**src/assert_macros.svh**
```systemverilog
// ---------------------------------------------------------------------------
// assert_macros.svh
// assertion helpers used by the window_focus_stack rtl
// ---------------------------------------------------------------------------
`ifndef ASSERT_MACROS_SVH
`define ASSERT_MACROS_SVH

// checked on every clock edge outside reset, uses clk and rst of the module
`define WFS_ASSERT(lbl, prop, msg) \
  lbl: assert property (@(posedge clk) disable iff (rst) (prop)) else $error(msg);

// checked on every clock edge, reset included
`define WFS_ASSERT_ALWAYS(lbl, prop, msg) \
  lbl: assert property (@(posedge clk) (prop)) else $error(msg);

`endif

```
**src/wfs_pkg.sv**
```systemverilog
// ---------------------------------------------------------------------------
// wfs_pkg
// types and constants for the window focus stack
// ---------------------------------------------------------------------------
`default_nettype none

package wfs_pkg;

  localparam int STACK_DEPTH_DEFAULT = 16;
  localparam int ID_W = 16;

  typedef enum logic [1:0] {
    KIND_OPEN   = 2'd0,
    KIND_SWITCH = 2'd1,
    KIND_CLOSE  = 2'd2
  } cmd_kind_t;

  typedef enum logic [1:0] {
    ST_OK        = 2'd0,
    ST_EMPTY     = 2'd1,
    ST_NOT_FOUND = 2'd2,
    ST_FULL      = 2'd3
  } status_t;

  typedef enum logic [1:0] {
    OP_NONE = 2'd0,
    OP_OPEN = 2'd1,
    OP_MOVE = 2'd2,
    OP_DROP = 2'd3
  } cell_op_t;

  typedef struct packed {
    logic [1:0]      kind;
    logic [ID_W-1:0] window_id;
  } cmd_t;

  typedef struct packed {
    logic [ID_W-1:0] focused_id;
    status_t         status;
    logic            stack_empty;
  } result_t;

  typedef struct packed {
    logic     capture;
    cell_op_t op;
  } cell_ctl_t;

endpackage

`default_nettype wire

```
**src/window_focus_stack.sv**
```systemverilog
// ---------------------------------------------------------------------------
// window_focus_stack
// move-to-front stack of window identifiers, focused window on top
// the accepted word sets busy, and busy in turn sets the result strobe done
// commands are not taken while busy is high; busy is high for the one cycle
// in which the slot chain resolves the nearest match and shifts
// reset: entry count, busy and done clear; slot contents stay unknown
// results cannot be stalled, done is high for exactly one cycle
// ---------------------------------------------------------------------------
`default_nettype none

`include "assert_macros.svh"

module window_focus_stack #(
  parameter int STACK_DEPTH = wfs_pkg::STACK_DEPTH_DEFAULT
) (
  input  wire               clk,
  input  wire               rst,
  input  wire               start,
  input  wire wfs_pkg::cmd_t cmd,
  output logic              busy,
  output logic              done,
  output wfs_pkg::result_t  result
);
  import wfs_pkg::*;

  localparam int CNT_W = $clog2(STACK_DEPTH + 1);

  logic [CNT_W-1:0] count;
  logic [CNT_W-1:0] count_next;
  logic [1:0]       kind_q;
  logic [ID_W-1:0]  id_q;
  result_t          result_next;
  cell_ctl_t        ctl;
  logic             accept;

  logic [ID_W-1:0]  slot_data [STACK_DEPTH];
  logic [STACK_DEPTH:0] hit;
  logic [STACK_DEPTH-1:0] occupied;

  assign accept = start && !busy;
  assign hit[0] = 1'b0;

  // slot 0 is the top of the stack
  for (genvar k = 0; k < STACK_DEPTH; k++) begin : g_slot
    logic [ID_W-1:0] up_data;
    logic [ID_W-1:0] down_data;

    assign occupied[k] = CNT_W'(k) < count;

    if (k == 0) begin : g_top
      assign up_data = id_q;
    end else begin : g_mid
      assign up_data = slot_data[k-1];
    end

    if (k == STACK_DEPTH - 1) begin : g_bottom
      assign down_data = slot_data[k];
    end else begin : g_inner
      assign down_data = slot_data[k+1];
    end

    wfs_cell u_cell (
      .clk       (clk),
      .ctl       (ctl),
      .cmp_id    (cmd.window_id),
      .occupied  (occupied[k]),
      .up_data   (up_data),
      .down_data (down_data),
      .hit_in    (hit[k]),
      .data      (slot_data[k]),
      .hit_out   (hit[k+1])
    );
  end

  always_comb begin
    ctl.capture = accept;
    ctl.op      = OP_NONE;
    count_next  = count;
    result_next.status = ST_OK;
    if (busy) begin
      case (cmd_kind_t'(kind_q))
        KIND_OPEN: begin
          if (count == CNT_W'(STACK_DEPTH)) begin
            result_next.status = ST_FULL;
          end else begin
            ctl.op     = OP_OPEN;
            count_next = count + 1'b1;
          end
        end
        KIND_SWITCH, KIND_CLOSE: begin
          if (count == '0) begin
            result_next.status = ST_EMPTY;
          end else if (!hit[STACK_DEPTH]) begin
            result_next.status = ST_NOT_FOUND;
          end else if (cmd_kind_t'(kind_q) == KIND_SWITCH) begin
            ctl.op = OP_MOVE;
          end else begin
            ctl.op     = OP_DROP;
            count_next = count - 1'b1;
          end
        end
        default: begin
        end
      endcase
    end

    result_next.stack_empty = (count_next == '0);
    if (count_next == '0) begin
      result_next.focused_id = '0;
    end else begin
      case (ctl.op)
        OP_OPEN, OP_MOVE: result_next.focused_id = id_q;
        // the top only changes when the match sits in the top slot
        OP_DROP:          result_next.focused_id = hit[1] ? slot_data[1] : slot_data[0];
        default:          result_next.focused_id = slot_data[0];
      endcase
    end
  end

  always_ff @(posedge clk) begin
    if (rst) begin
      busy  <= 1'b0;
      done  <= 1'b0;
      count <= '0;
    end else begin
      busy  <= accept;
      done  <= busy;
      count <= count_next;
    end
  end

  always_ff @(posedge clk) begin
    if (accept) begin
      kind_q <= cmd.kind;
      id_q   <= cmd.window_id;
    end
    if (busy) begin
      result <= result_next;
    end
  end

  `WFS_ASSERT(a_count_bound, count <= CNT_W'(STACK_DEPTH), "entry count above depth")
  `WFS_ASSERT(a_accept_busy, accept |=> (busy && !done), "accepted word not in progress")
  `WFS_ASSERT(a_done_after, done |-> ($past(busy) && !busy), "done without a command")
  `WFS_ASSERT(a_empty_zero, (done && result.stack_empty) |-> (result.focused_id == '0),
              "empty stack reports an identifier")
  `WFS_ASSERT_ALWAYS(a_reset_idle, $past(rst) |-> (!busy && !done), "not idle after reset")

endmodule

`default_nettype wire

```
**src/wfs_cell.sv**
```systemverilog
// ---------------------------------------------------------------------------
// wfs_cell
// one stack slot: holds an identifier, compares it, shifts with neighbors
// ---------------------------------------------------------------------------
`default_nettype none

module wfs_cell (
  input  wire                        clk,
  input  wire wfs_pkg::cell_ctl_t    ctl,
  input  wire [wfs_pkg::ID_W-1:0]    cmp_id,
  input  wire                        occupied,
  input  wire [wfs_pkg::ID_W-1:0]    up_data,
  input  wire [wfs_pkg::ID_W-1:0]    down_data,
  input  wire                        hit_in,
  output logic [wfs_pkg::ID_W-1:0]   data,
  output logic                       hit_out
);
  import wfs_pkg::*;

  logic match;
  logic load_up;
  logic load_down;

  // hit ripples from the top slot downward, so only the nearest match counts
  assign hit_out = hit_in | match;

  always_comb begin
    load_up   = 1'b0;
    load_down = 1'b0;
    case (ctl.op)
      OP_NONE: begin
      end
      OP_OPEN: load_up = 1'b1;
      // slots from the top down to the match take the one above
      OP_MOVE: load_up = ~hit_in;
      // slots from the match downward take the one below
      OP_DROP: load_down = hit_out;
      default: begin
      end
    endcase
  end

  always_ff @(posedge clk) begin
    if (ctl.capture) begin
      match <= occupied && (data == cmp_id);
    end
    if (load_up) begin
      data <= up_data;
    end else if (load_down) begin
      data <= down_data;
    end
  end

endmodule

`default_nettype wire
```
**config.mk**
```make
export PLATFORM = sky130hd
export DESIGN_NAME = window_focus_stack
export DESIGN_NICKNAME = d
export VERILOG_FILES = /design/src/wfs_pkg.sv /design/src/window_focus_stack.sv /design/src/wfs_cell.sv
export VERILOG_INCLUDE_DIRS = /design/src /design/src/src
export SDC_FILE = /design/constraint.sdc
export NUM_CORES = 1
export LEC_CHECK = 0
export BUFFER_PORTS_ARGS = -buffer_cell sky130_fd_sc_hd__buf_2
export CORE_MARGIN = 10
export CORE_UTILIZATION = 35
export DETAILED_ROUTE_END_ITERATION = 8
export PLACE_DENSITY = 0.57
export SKIP_LAST_GASP = 1
export SLEW_MARGIN = 20
export SYNTH_ARGS = -nofsm -noshare
export SYNTH_HDL_FRONTEND = slang
export SYNTH_HIERARCHICAL = 1
export SYNTH_SLANG_ARGS = --single-unit
```
**constraint.sdc**
```tcl
create_clock -name clk -period 13.9 [get_ports clk]
set_input_delay 2.78 -clock clk [delete_from_list [all_inputs] [get_ports clk]]
set_output_delay 2.78 -clock clk [all_outputs]
set_load 0.03 [all_outputs]
```
# Word-level counts from Yosys, hierarchy flattened
# Index checks and enable logic that the tools add are counted.
# word_totals
reg_bits,316
in_bits,21
out_inout_bits,21
# op_classes
n_addsub,2
n_lt_le_gt_ge,16
eq_ne,22
n_mux,79
n_bitwise,30
reduce_logical,38
# op_table
cell,n
16-bit two-way mux,31
16-bit == test,16
"4-bit by 5-bit < comparator with 1-bit output, first input constant",8
16-bit one-hot mux with 2 select lines,1
1-bit one-hot mux with 2 select lines,15
2-bit nonzero test,15
5-bit two-way mux,5
"3-bit by 5-bit < comparator with 1-bit output, first input constant",4
1-bit two-way mux,18
1-bit logical AND,17
1-bit NOT,15
1-bit bitwise OR,15
2-bit two-way mux,6
5-bit zero test,2
"1-bit by 5-bit < comparator with 1-bit output, first input constant",2
"2-bit by 5-bit < comparator with 1-bit output, first input constant",2
5-bit one-hot mux with 2 select lines,1
2-bit one-hot mux with 2 select lines,2
"2-bit == test, second input constant",3
"5-bit by 1-bit adder with 5-bit output, second input constant",1
"5-bit == test, second input constant",1
"5-bit by 1-bit subtractor with 5-bit output, second input constant",1
"2-bit by 1-bit == test with 1-bit output, second input constant",2
2-bit OR reduction,2
other kinds (2),2

# Longest topological paths before layout
# Gate-level depths: netlist (run 1).
# depth
depth_word,23
mapped_depth,29
mapped_depth_nobuf,27

# Cells and area by module
# Netlist (run 1), hierarchy kept.
# modules_own_cells
module,n_inst,cells_each,area_per_inst_um2,seq_area_each_um2
wfs_cell,16,66,969.7,510.5
window_focus_stack,1,245,2469.9,1251.2

# Worst setup path before layout (run 1)
# OpenSTA, ideal clock, no wires.
# synth_path
path_type,register to register
startpoint,reg g_slot[0].u_cell.match
endpoint,reg g_slot[0].u_cell/data[0] in the netlist's numbering (enable)
setup_ns,0.362
t_arrival_ns,7.639
required_time_ns,13.538
slack_ns,5.899
stages_incl_launch_ff,25
synth_period_minus_slack_ns,8.001
cell_sequence,edfxtp_1 > or2_2 > or2_2 > or2_2 > or2_2 > or2_2 > or2_2 > or2_2 > or2_2 > or2_2 > or2_2 > or2_2 > or2_2 > or2_2 > or2_2 > or2_2 > or2_2 > nor2b_1 > nor2b_2 > nand2_1 > a21oi_1 > ha_1 > o21bai_4 > buf_6 > nand2_1
# synth_lines
item,line_no,rtl
"start, declared",wfs_cell.sv:20,logic match;
"start signal, assigned",wfs_cell.sv:45,match <= occupied && (data == cmp_id);
"end signal, assigned",wfs_cell.sv:48,data <= up_data;
"end signal, assigned",wfs_cell.sv:50,data <= down_data;
"end, declared",wfs_cell.sv:15,"output logic [wfs_pkg::ID_W-1:0] data,"

==> results.py, run 1 <==
metrics = {
    "power_and_ir_drop": {
        "power_switching_mw": 0.470,
        "peakVddDrop_v": 0.0000636,
        "swShare_pct": 22.9,
        "p_per_area_nw_per_um2": 103,
        "p_seq_share_pct": 51.5,
        "clkPwrFrac_pct": 42.4,
        "leakagePower_nw": 6.49,
        "power.internal_mw": 1.58,
        "pwr-share-comb_pct": 6.1,
    },
    "detailed_routing": {
        "wl_per_cell_um": 22.3,
        "routed_wl_mm": 45.8,
        "initialDrtViolationCount": 1113,
        "drt-vias-per-instance": 5.19,
        "drc": 0,
        "vias": 10700,
        "drt_pass1_iterations": 6,
        "ant_nets": 0,
    },
    "worst_setup_path": {
        "path_max_fanout": 50,
        "crit_buf_inv": 2,
        "cp-end-kind": "register",
        "cpPeakStageDelay_ps": 600,
        "critPathLaunch": "g_slot[0].u_cell/match",
        "r2r-start": "g_slot[0].u_cell/match",
        "rr_worst_depth": 28,
        "arrival_ps": 8740,
        "reg2reg_to": "result[12]",
        "critPathKind": "reg -> reg",
        "crit_slowest_cell": "ha_1",
        "critPathRequiredTime_ps": 14160,
        "r2r_slack_ps": 5430,
        "critPathLaunchType": "register",
        "critical-path-top-delay-family": "simple AND/OR/NAND/NOR gates",
        "crit_top_cell": "or2_2",
    },
    "place": {
        "place_congestion": 0.807,
        "port_buffers": 41,
        "dp_cells": 1994,
        "place_ws_ps": 5490,
        "hpwl_mm": 33.4,
    },
    "synth": {
        "yosysWarnings": 6,
        "ys_ff_latch": 316,
        "synthSimpleGateAreaFrac_pct": 7.84,
        "synthFlopType": "edfxtp_1",
        "synth_top_family_by_area": "multiplexers",
        "seq_area_frac_synth_pct": 52.4,
        "syn_area_um2": 18000,
        "synth_compound_area_share_pct": 4.45,
        "synth.distinct_cells": 45,
        "synthMuxAreaShare_pct": 16.2,
        "synth_edf_count": 309,
        "synthAdderAreaFrac_pct": 3.97,
        "synth_xor_area_share_pct": 12.5,
        "syn_inst": 1301,
        "syn_area_per_cell_um2": 13.8,
        "async_flop_share_pct": 0,
    },
    "min_path": {
        "hp-class": "reg -> reg",
        "hold_depth": 1,
        "hold_end": "g_slot[0].u_cell/data[15]",
        "hold_start": "g_slot[0].up_data[15]",
    },
    "timing": {
        "worstMarginPinSlew_ps": 1110,
        "fin_tns_setup_ps": 0,
        "period_minus_slack_ps": 8470,
        "rsz0062_at_grt": "no",
        "fin_crit_sh_pct": 61.0,
        "hold_viol": 0,
        "setup_slack_ps": 5430,
        "fmax_mhz": 118,
        "hold_ws_ps": 583,
        "finalMaxSlewViolations": 0,
        "fin_skew_ps": 18.4,
        "setup_violations": 0,
        "max_slew_margin_pct": 25.6,
    },
    "clock_network": {
        "cts-resized-gates": 0,
        "cts_setup_buffers": 0,
        "clock_latency_ps": 550,
        "cts_hold_buf": 0,
        "cts_tree": "done",
        "cts_buffers": 36,
        "root_buffer": "clkbuf_16",
        "htreeDepth": 2,
        "numClockSinks": 316,
        "cts_buffer_depth": 3,
        "path_clk_slew_ps": 60,
    },
    "global_routing": {
        "first_global_vias": 10700,
        "antenna_found_initial": 1,
        "grt_usage_pct": 14.9,
        "overflow": 0,
        "grt_pass1_wl_mm": 69.0,
        "grt_max_degree": 51,
    },
    "flow_run": {
        "drv_cap": 0,
    },
    "layout": {
        "multi_input_area_um2": 8100,
        "layout.nets": 1430,
        "fillerInstances": 4857,
        "final_common_cell": "edfxtp_1",
        "utilization_pct": 38.9,
        "layout_common_cells": "edfxtp_1, mux2_2, xnor2_1",
        "seqCellArea_um2": 9420,
        "instances_no_fill": 2055,
        "drive_gt1_share_pct": 30.3,
        "area_delta_synth_final_pct": 10.5,
        "antenna_cells": 0,
    },
    "floorplan": {
        "io_pins": 42,
        "start_util_pct": 35.2,
        "die_area_um2": 60900,
        "die_h_um": 247,
        "fp.dieW_um": 247,
        "rows": 83,
        "core_area_um2": 51100,
    },
    "status": {
        "status": "finished clean",
    },
}
==> synthesized netlist by cell type (2+ instances only) <==
cell / number / area (um^2)
or2_2: 16 / 100
o21bai_1: 5 / 37.5
dfxtp_1: 7 / 140
clkbuf_1: 10 / 37.5
o21bai_4: 16 / 300
nor4_2: 16 / 200
o21ai_0: 23 / 115
a31oi_1: 2 / 12.5
mux2i_1: 3 / 30.0
buf_6: 19 / 214
a21oi_1: 19 / 95.1
xor2_1: 64 / 561
nor4_1: 17 / 106
buf_2: 3 / 15.0
nand3_1: 4 / 20.0
nand2b_1: 4 / 25.0
nor3_1: 4 / 20.0
nor2b_1: 12 / 75.1
nand4_1: 50 / 313
nand2_1: 78 / 293
a222oi_1: 15 / 150
nor2_1: 7 / 26.3
ha_1: 57 / 713
inv_1: 57 / 214
edfxtp_1: 309 / 9280
mux2_2: 256 / 2880
o21a_1: 2 / 15.0
nor3b_1: 2 / 15.0
nor2b_2: 17 / 149
xnor2_1: 192 / 1680
==> flip-flops by register name (all words and copies together), names as in the netlist <==
signal,cells
g_slot.u_cell/match,16
g_slot.u_cell/data,256
result,19
kind_q,2
count,5
busy,1
done,1
g_slot.up_data,16
==> worst max path at each step <==
stage / end / slack (ps) / cells past startpoint
2_1_floorplan: g_slot[0].u_cell/data[0] / 5900 / 24
3_3_place_gp: result[16] / 5550 / 28
3_5_place_dp: result[16] / 5490 / 28
4_1_cts: result[12] / 5430 / 28
5_1_grt: result[12] / 4990 / 28
6_report: result[12] / 5430 / 28
==> power groups by stage <==
| stage | clock network (mW) | logic, mW | registers, mW |
|---|---|---|---|
| after floorplan | 0 | 0.0736 | 1.08 |
| after global placement | 0 | 0.122 | 1.08 |
| after detailed placement | 0 | 0.125 | 1.08 |
| after CTS | 0.895 | 0.126 | 1.06 |
| after global routing | 0.931 | 0.136 | 1.06 |
| final | 0.870 | 0.125 | 1.06 |
==> per-stage QoR <==
stage / instance area [um^2] / power (mW)
4_1_cts: 19900 / 2.08
5_1_grt: 19900 / 2.12
3_3_place_gp: 18800 / 1.20
2_1_floorplan: 18000 / 1.15
6_report: 19900 / 2.05
3_5_place_dp: 18800 / 1.20
==> logic make-up after synthesis <==
group | count (synthesis)
muxes | 259
AOI/OAI and AO/OA | 90
buffers and inverters | 90
xor gates and xnor gates | 256
DFF | 316
and+or+nand+nor | 232
adders and majority gates | 57
other | 1
==> layer usage <==
layer | wire [um] | GRT usage [%]
met5 | 13 | 0
met4 | 888 | 4.42
met3 | 2440 | 2.07
met2 | 20400 | 22.7
met1 | 22000 | 21.5
==> cell type report <==
class | instances | share of cell area [%]
tap | 680 | 4.28
inverter | 57 | 1.08
clock inverter | 15 | 0.372
multi-input combinational | 896 | 40.8
clock buffer | 46 | 4.83
sequential | 316 | 47.4
timing repair buffer | 45 | 1.25
No activity file was read; power rests on OpenSTA's default activity.
==> run 2, diff against run 1 <==
--- a/config.mk
+++ b/config.mk
@@ -10,7 +10,7 @@
 export CORE_MARGIN = 10
 export CORE_UTILIZATION = 35
 export DETAILED_ROUTE_END_ITERATION = 8
-export PLACE_DENSITY = 0.57
+export PLACE_DENSITY = 0.58
 export SKIP_LAST_GASP = 1
 export SLEW_MARGIN = 20
 export SYNTH_ARGS = -nofsm -noshare
==> constraint.sdc (replaced) <==
create_clock -name clk -period 7.6 [get_ports clk]
set_input_delay 1.52 -clock clk [delete_from_list [all_inputs] [get_ports clk]]
set_output_delay 1.52 -clock clk [all_outputs]
set_load 0.03 [all_outputs]
==> run 2 against run 1 <==
Global-route usage rose by 0.32 points. Worst hold slack improved by 6.1 ps. Die area did not move. Routed wire length rose by 3.4%. Critical path type unchanged. Largest power group unchanged. Highest routed layer is now met4.
==> results.py, run 2 (synthesis results as in run 1) <==
metrics = {
    "timing": {
        "fin_skew_ps": 18.3,
        "fin_crit_sh_pct": 96.3,
        "setup_violations": 0,
        "rsz0062_at_grt": "no",
        "period_minus_slack_ps": 7320,
        "max_slew_margin_pct": 44.4,
        "fin_tns_setup_ps": 0,
        "worstMarginPinSlew_ps": 834,
        "fmax_mhz": 137,
        "hold_viol": 0,
        "setup_slack_ps": 279,
        "finalMaxSlewViolations": 0,
    },
    "global_routing": {
        "first_global_vias": 10900,
        "antenna_found_initial": 0,
        "overflow": 0,
        "grt_usage_pct": 15.2,
        "grt_max_degree": 43,
        "grt_pass1_wl_mm": 70.8,
    },
    "clock_network": {
        "clock_latency_ps": 540,
        "path_clk_slew_ps": 60,
        "root_buffer": "clkbuf_16",
        "cts_tree": "done",
        "numClockSinks": 316,
        "cts_buffers": 38,
        "htreeDepth": 2,
        "cts_hold_buf": 0,
        "cts_buffer_depth": 3,
    },
    "layout": {
        "largest_reg_flops": 256,
        "drive_gt1_share_pct": 33.6,
        "final_common_cell": "edfxtp_1",
        "layout_common_cells": "edfxtp_1, mux2_2, xnor2_1",
        "top_register": "g_slot.u_cell/data",
        "fillerInstances": 4758,
        "multi_input_area_um2": 8140,
        "area_delta_synth_final_pct": 15.4,
        "top_regs": "g_slot.u_cell/data: 256 flops, result: 19 flops",
        "seqCellArea_um2": 9420,
        "layout.nets": 1486,
        "antenna_cells": 0,
        "final_cell_area_um2": 20800,
    },
    "worst_setup_path": {
        "arrival_ps": 7610,
        "path_max_fanout": 11,
        "critPathKind": "reg -> reg",
        "cp-end-kind": "register",
        "rr_worst_depth": 25,
        "critPathLaunchType": "register",
        "critPathRequiredTime_ps": 7890,
    },
    "detailed_routing": {
        "ant_nets": 0,
        "routed_wl_mm": 47.4,
        "vias": 10900,
        "initialDrtViolationCount": 896,
        "drt-vias-per-instance": 5.15,
        "drc": 0,
        "drt_pass1_iterations": 5,
        "wl_per_cell_um": 22.4,
    },
    "floorplan": {
        "start_util_pct": 35.2,
        "die_area_um2": 60900,
        "core_area_um2": 51100,
        "rows": 83,
        "die_h_um": 247,
        "fp.dieW_um": 247,
        "io_pins": 42,
    },
    "power_and_ir_drop": {
        "clkPwrFrac_pct": 44.7,
        "post-layout-total-power_mw": 3.93,
        "leakagePower_nw": 6.94,
        "p_seq_share_pct": 49.1,
        "power.internal_mw": 3.05,
        "p_per_area_nw_per_um2": 189,
        "peakVddDrop_v": 0.000120,
        "power_switching_mw": 0.882,
        "pwr-share-comb_pct": 6.2,
        "swShare_pct": 22.5,
    },
    "min_path": {
        "hold_depth": 1,
        "hp-class": "reg -> reg",
    },
    "place": {
        "place_congestion": 0.854,
        "port_buffers": 41,
        "place_ws_ps": 31.5,
        "placed_area_um2": 19200,
        "hpwl_mm": 34.0,
    },
    "status": {
        "status": "finished clean",
    },
    "flow_run": {
        "drv_cap": 0,
    },
}
-- run 2: cell types whose count changed in the layout (fill, tap and decap cells not counted), sizes merged --
cell and delta:
o21bai +1, inv -1, clkbuf +2, bufinv +2, buf +51, clkinv +2
-- run 2: timing repair --
| action | CTS | global route |
|---|---|---|
| pin swaps | 1 | 11 |
| setup buffers | 0 | 18 |
| gates cloned | 0 | 4 |
| resized for setup | 0 | 28 |
| setup endpoints to repair | 4 | 483 |
-- run 2: final timing paths --
kind                                from                   endpoint  slack (ps)
setup / recovery  g_slot[0].u_cell/match  g_slot[4].u_cell/data[11]         280
hold / removal      g_slot[0].up_data[3]   g_slot[0].u_cell/data[3]         590
setup reg to reg  g_slot[0].u_cell/match  g_slot[4].u_cell/data[11]         280
hold reg to reg     g_slot[0].up_data[3]   g_slot[0].u_cell/data[3]         590
-- run 2: stage by stage --
step           std cells  hold WS (ps)  util (%)
6_report            2112           590      40.6
5_1_grt             2112           617      40.6
4_1_cts             2091           589      39.8
3_5_place_dp        2027           563      37.5
3_3_place_gp        2025           564      37.4
2_1_floorplan       1302           551         -
-- run 2: critical path, cell delays in order, from the launching register on --
cell,delay (ps)
edfxtp_1,340
or2_2,310
or2_2,300
or2_2,310
or2_2,310
or2_2,310
or2_2,310
or2_2,310
or2_2,310
or2_2,310
or2_2,310
or2_2,320
or2_2,320
or2_4,260
or2_2,310
or2_2,310
or2_4,260
nor2b_2,180
nor2b_2,180
nand2_2,110
a21oi_4,100
buf_12,180
ha_1,220
o21bai_4,320
clkbuf_16,230
mux2_2,320
-- run 2: cell type report --
cell class	instances	share of cell area, %
multi-input cells	897	39.2
clock buffers	46	5.03
inverters	57	1.03
clock inverters	18	0.627
well taps	680	4.10
repair buffers	98	4.58
flip-flops and latches	316	45.4
-- run 2: routing by layer --
layer	part of all wire, %	track usage (%)
met3	4.9	2.02
met1	48	21.9
met2	45	23.4
met4	2.2	4.47
met5	0	0
-- run 2: power by group through the flow --
stage	clock network [mW]	logic [mW]	registers [mW]
detailed placement	0	0.237	1.97
floorplan	0	0.135	1.97
global route	1.86	0.261	1.93
CTS	1.79	0.238	1.93
finish	1.76	0.242	1.93
global placement	0	0.230	1.97
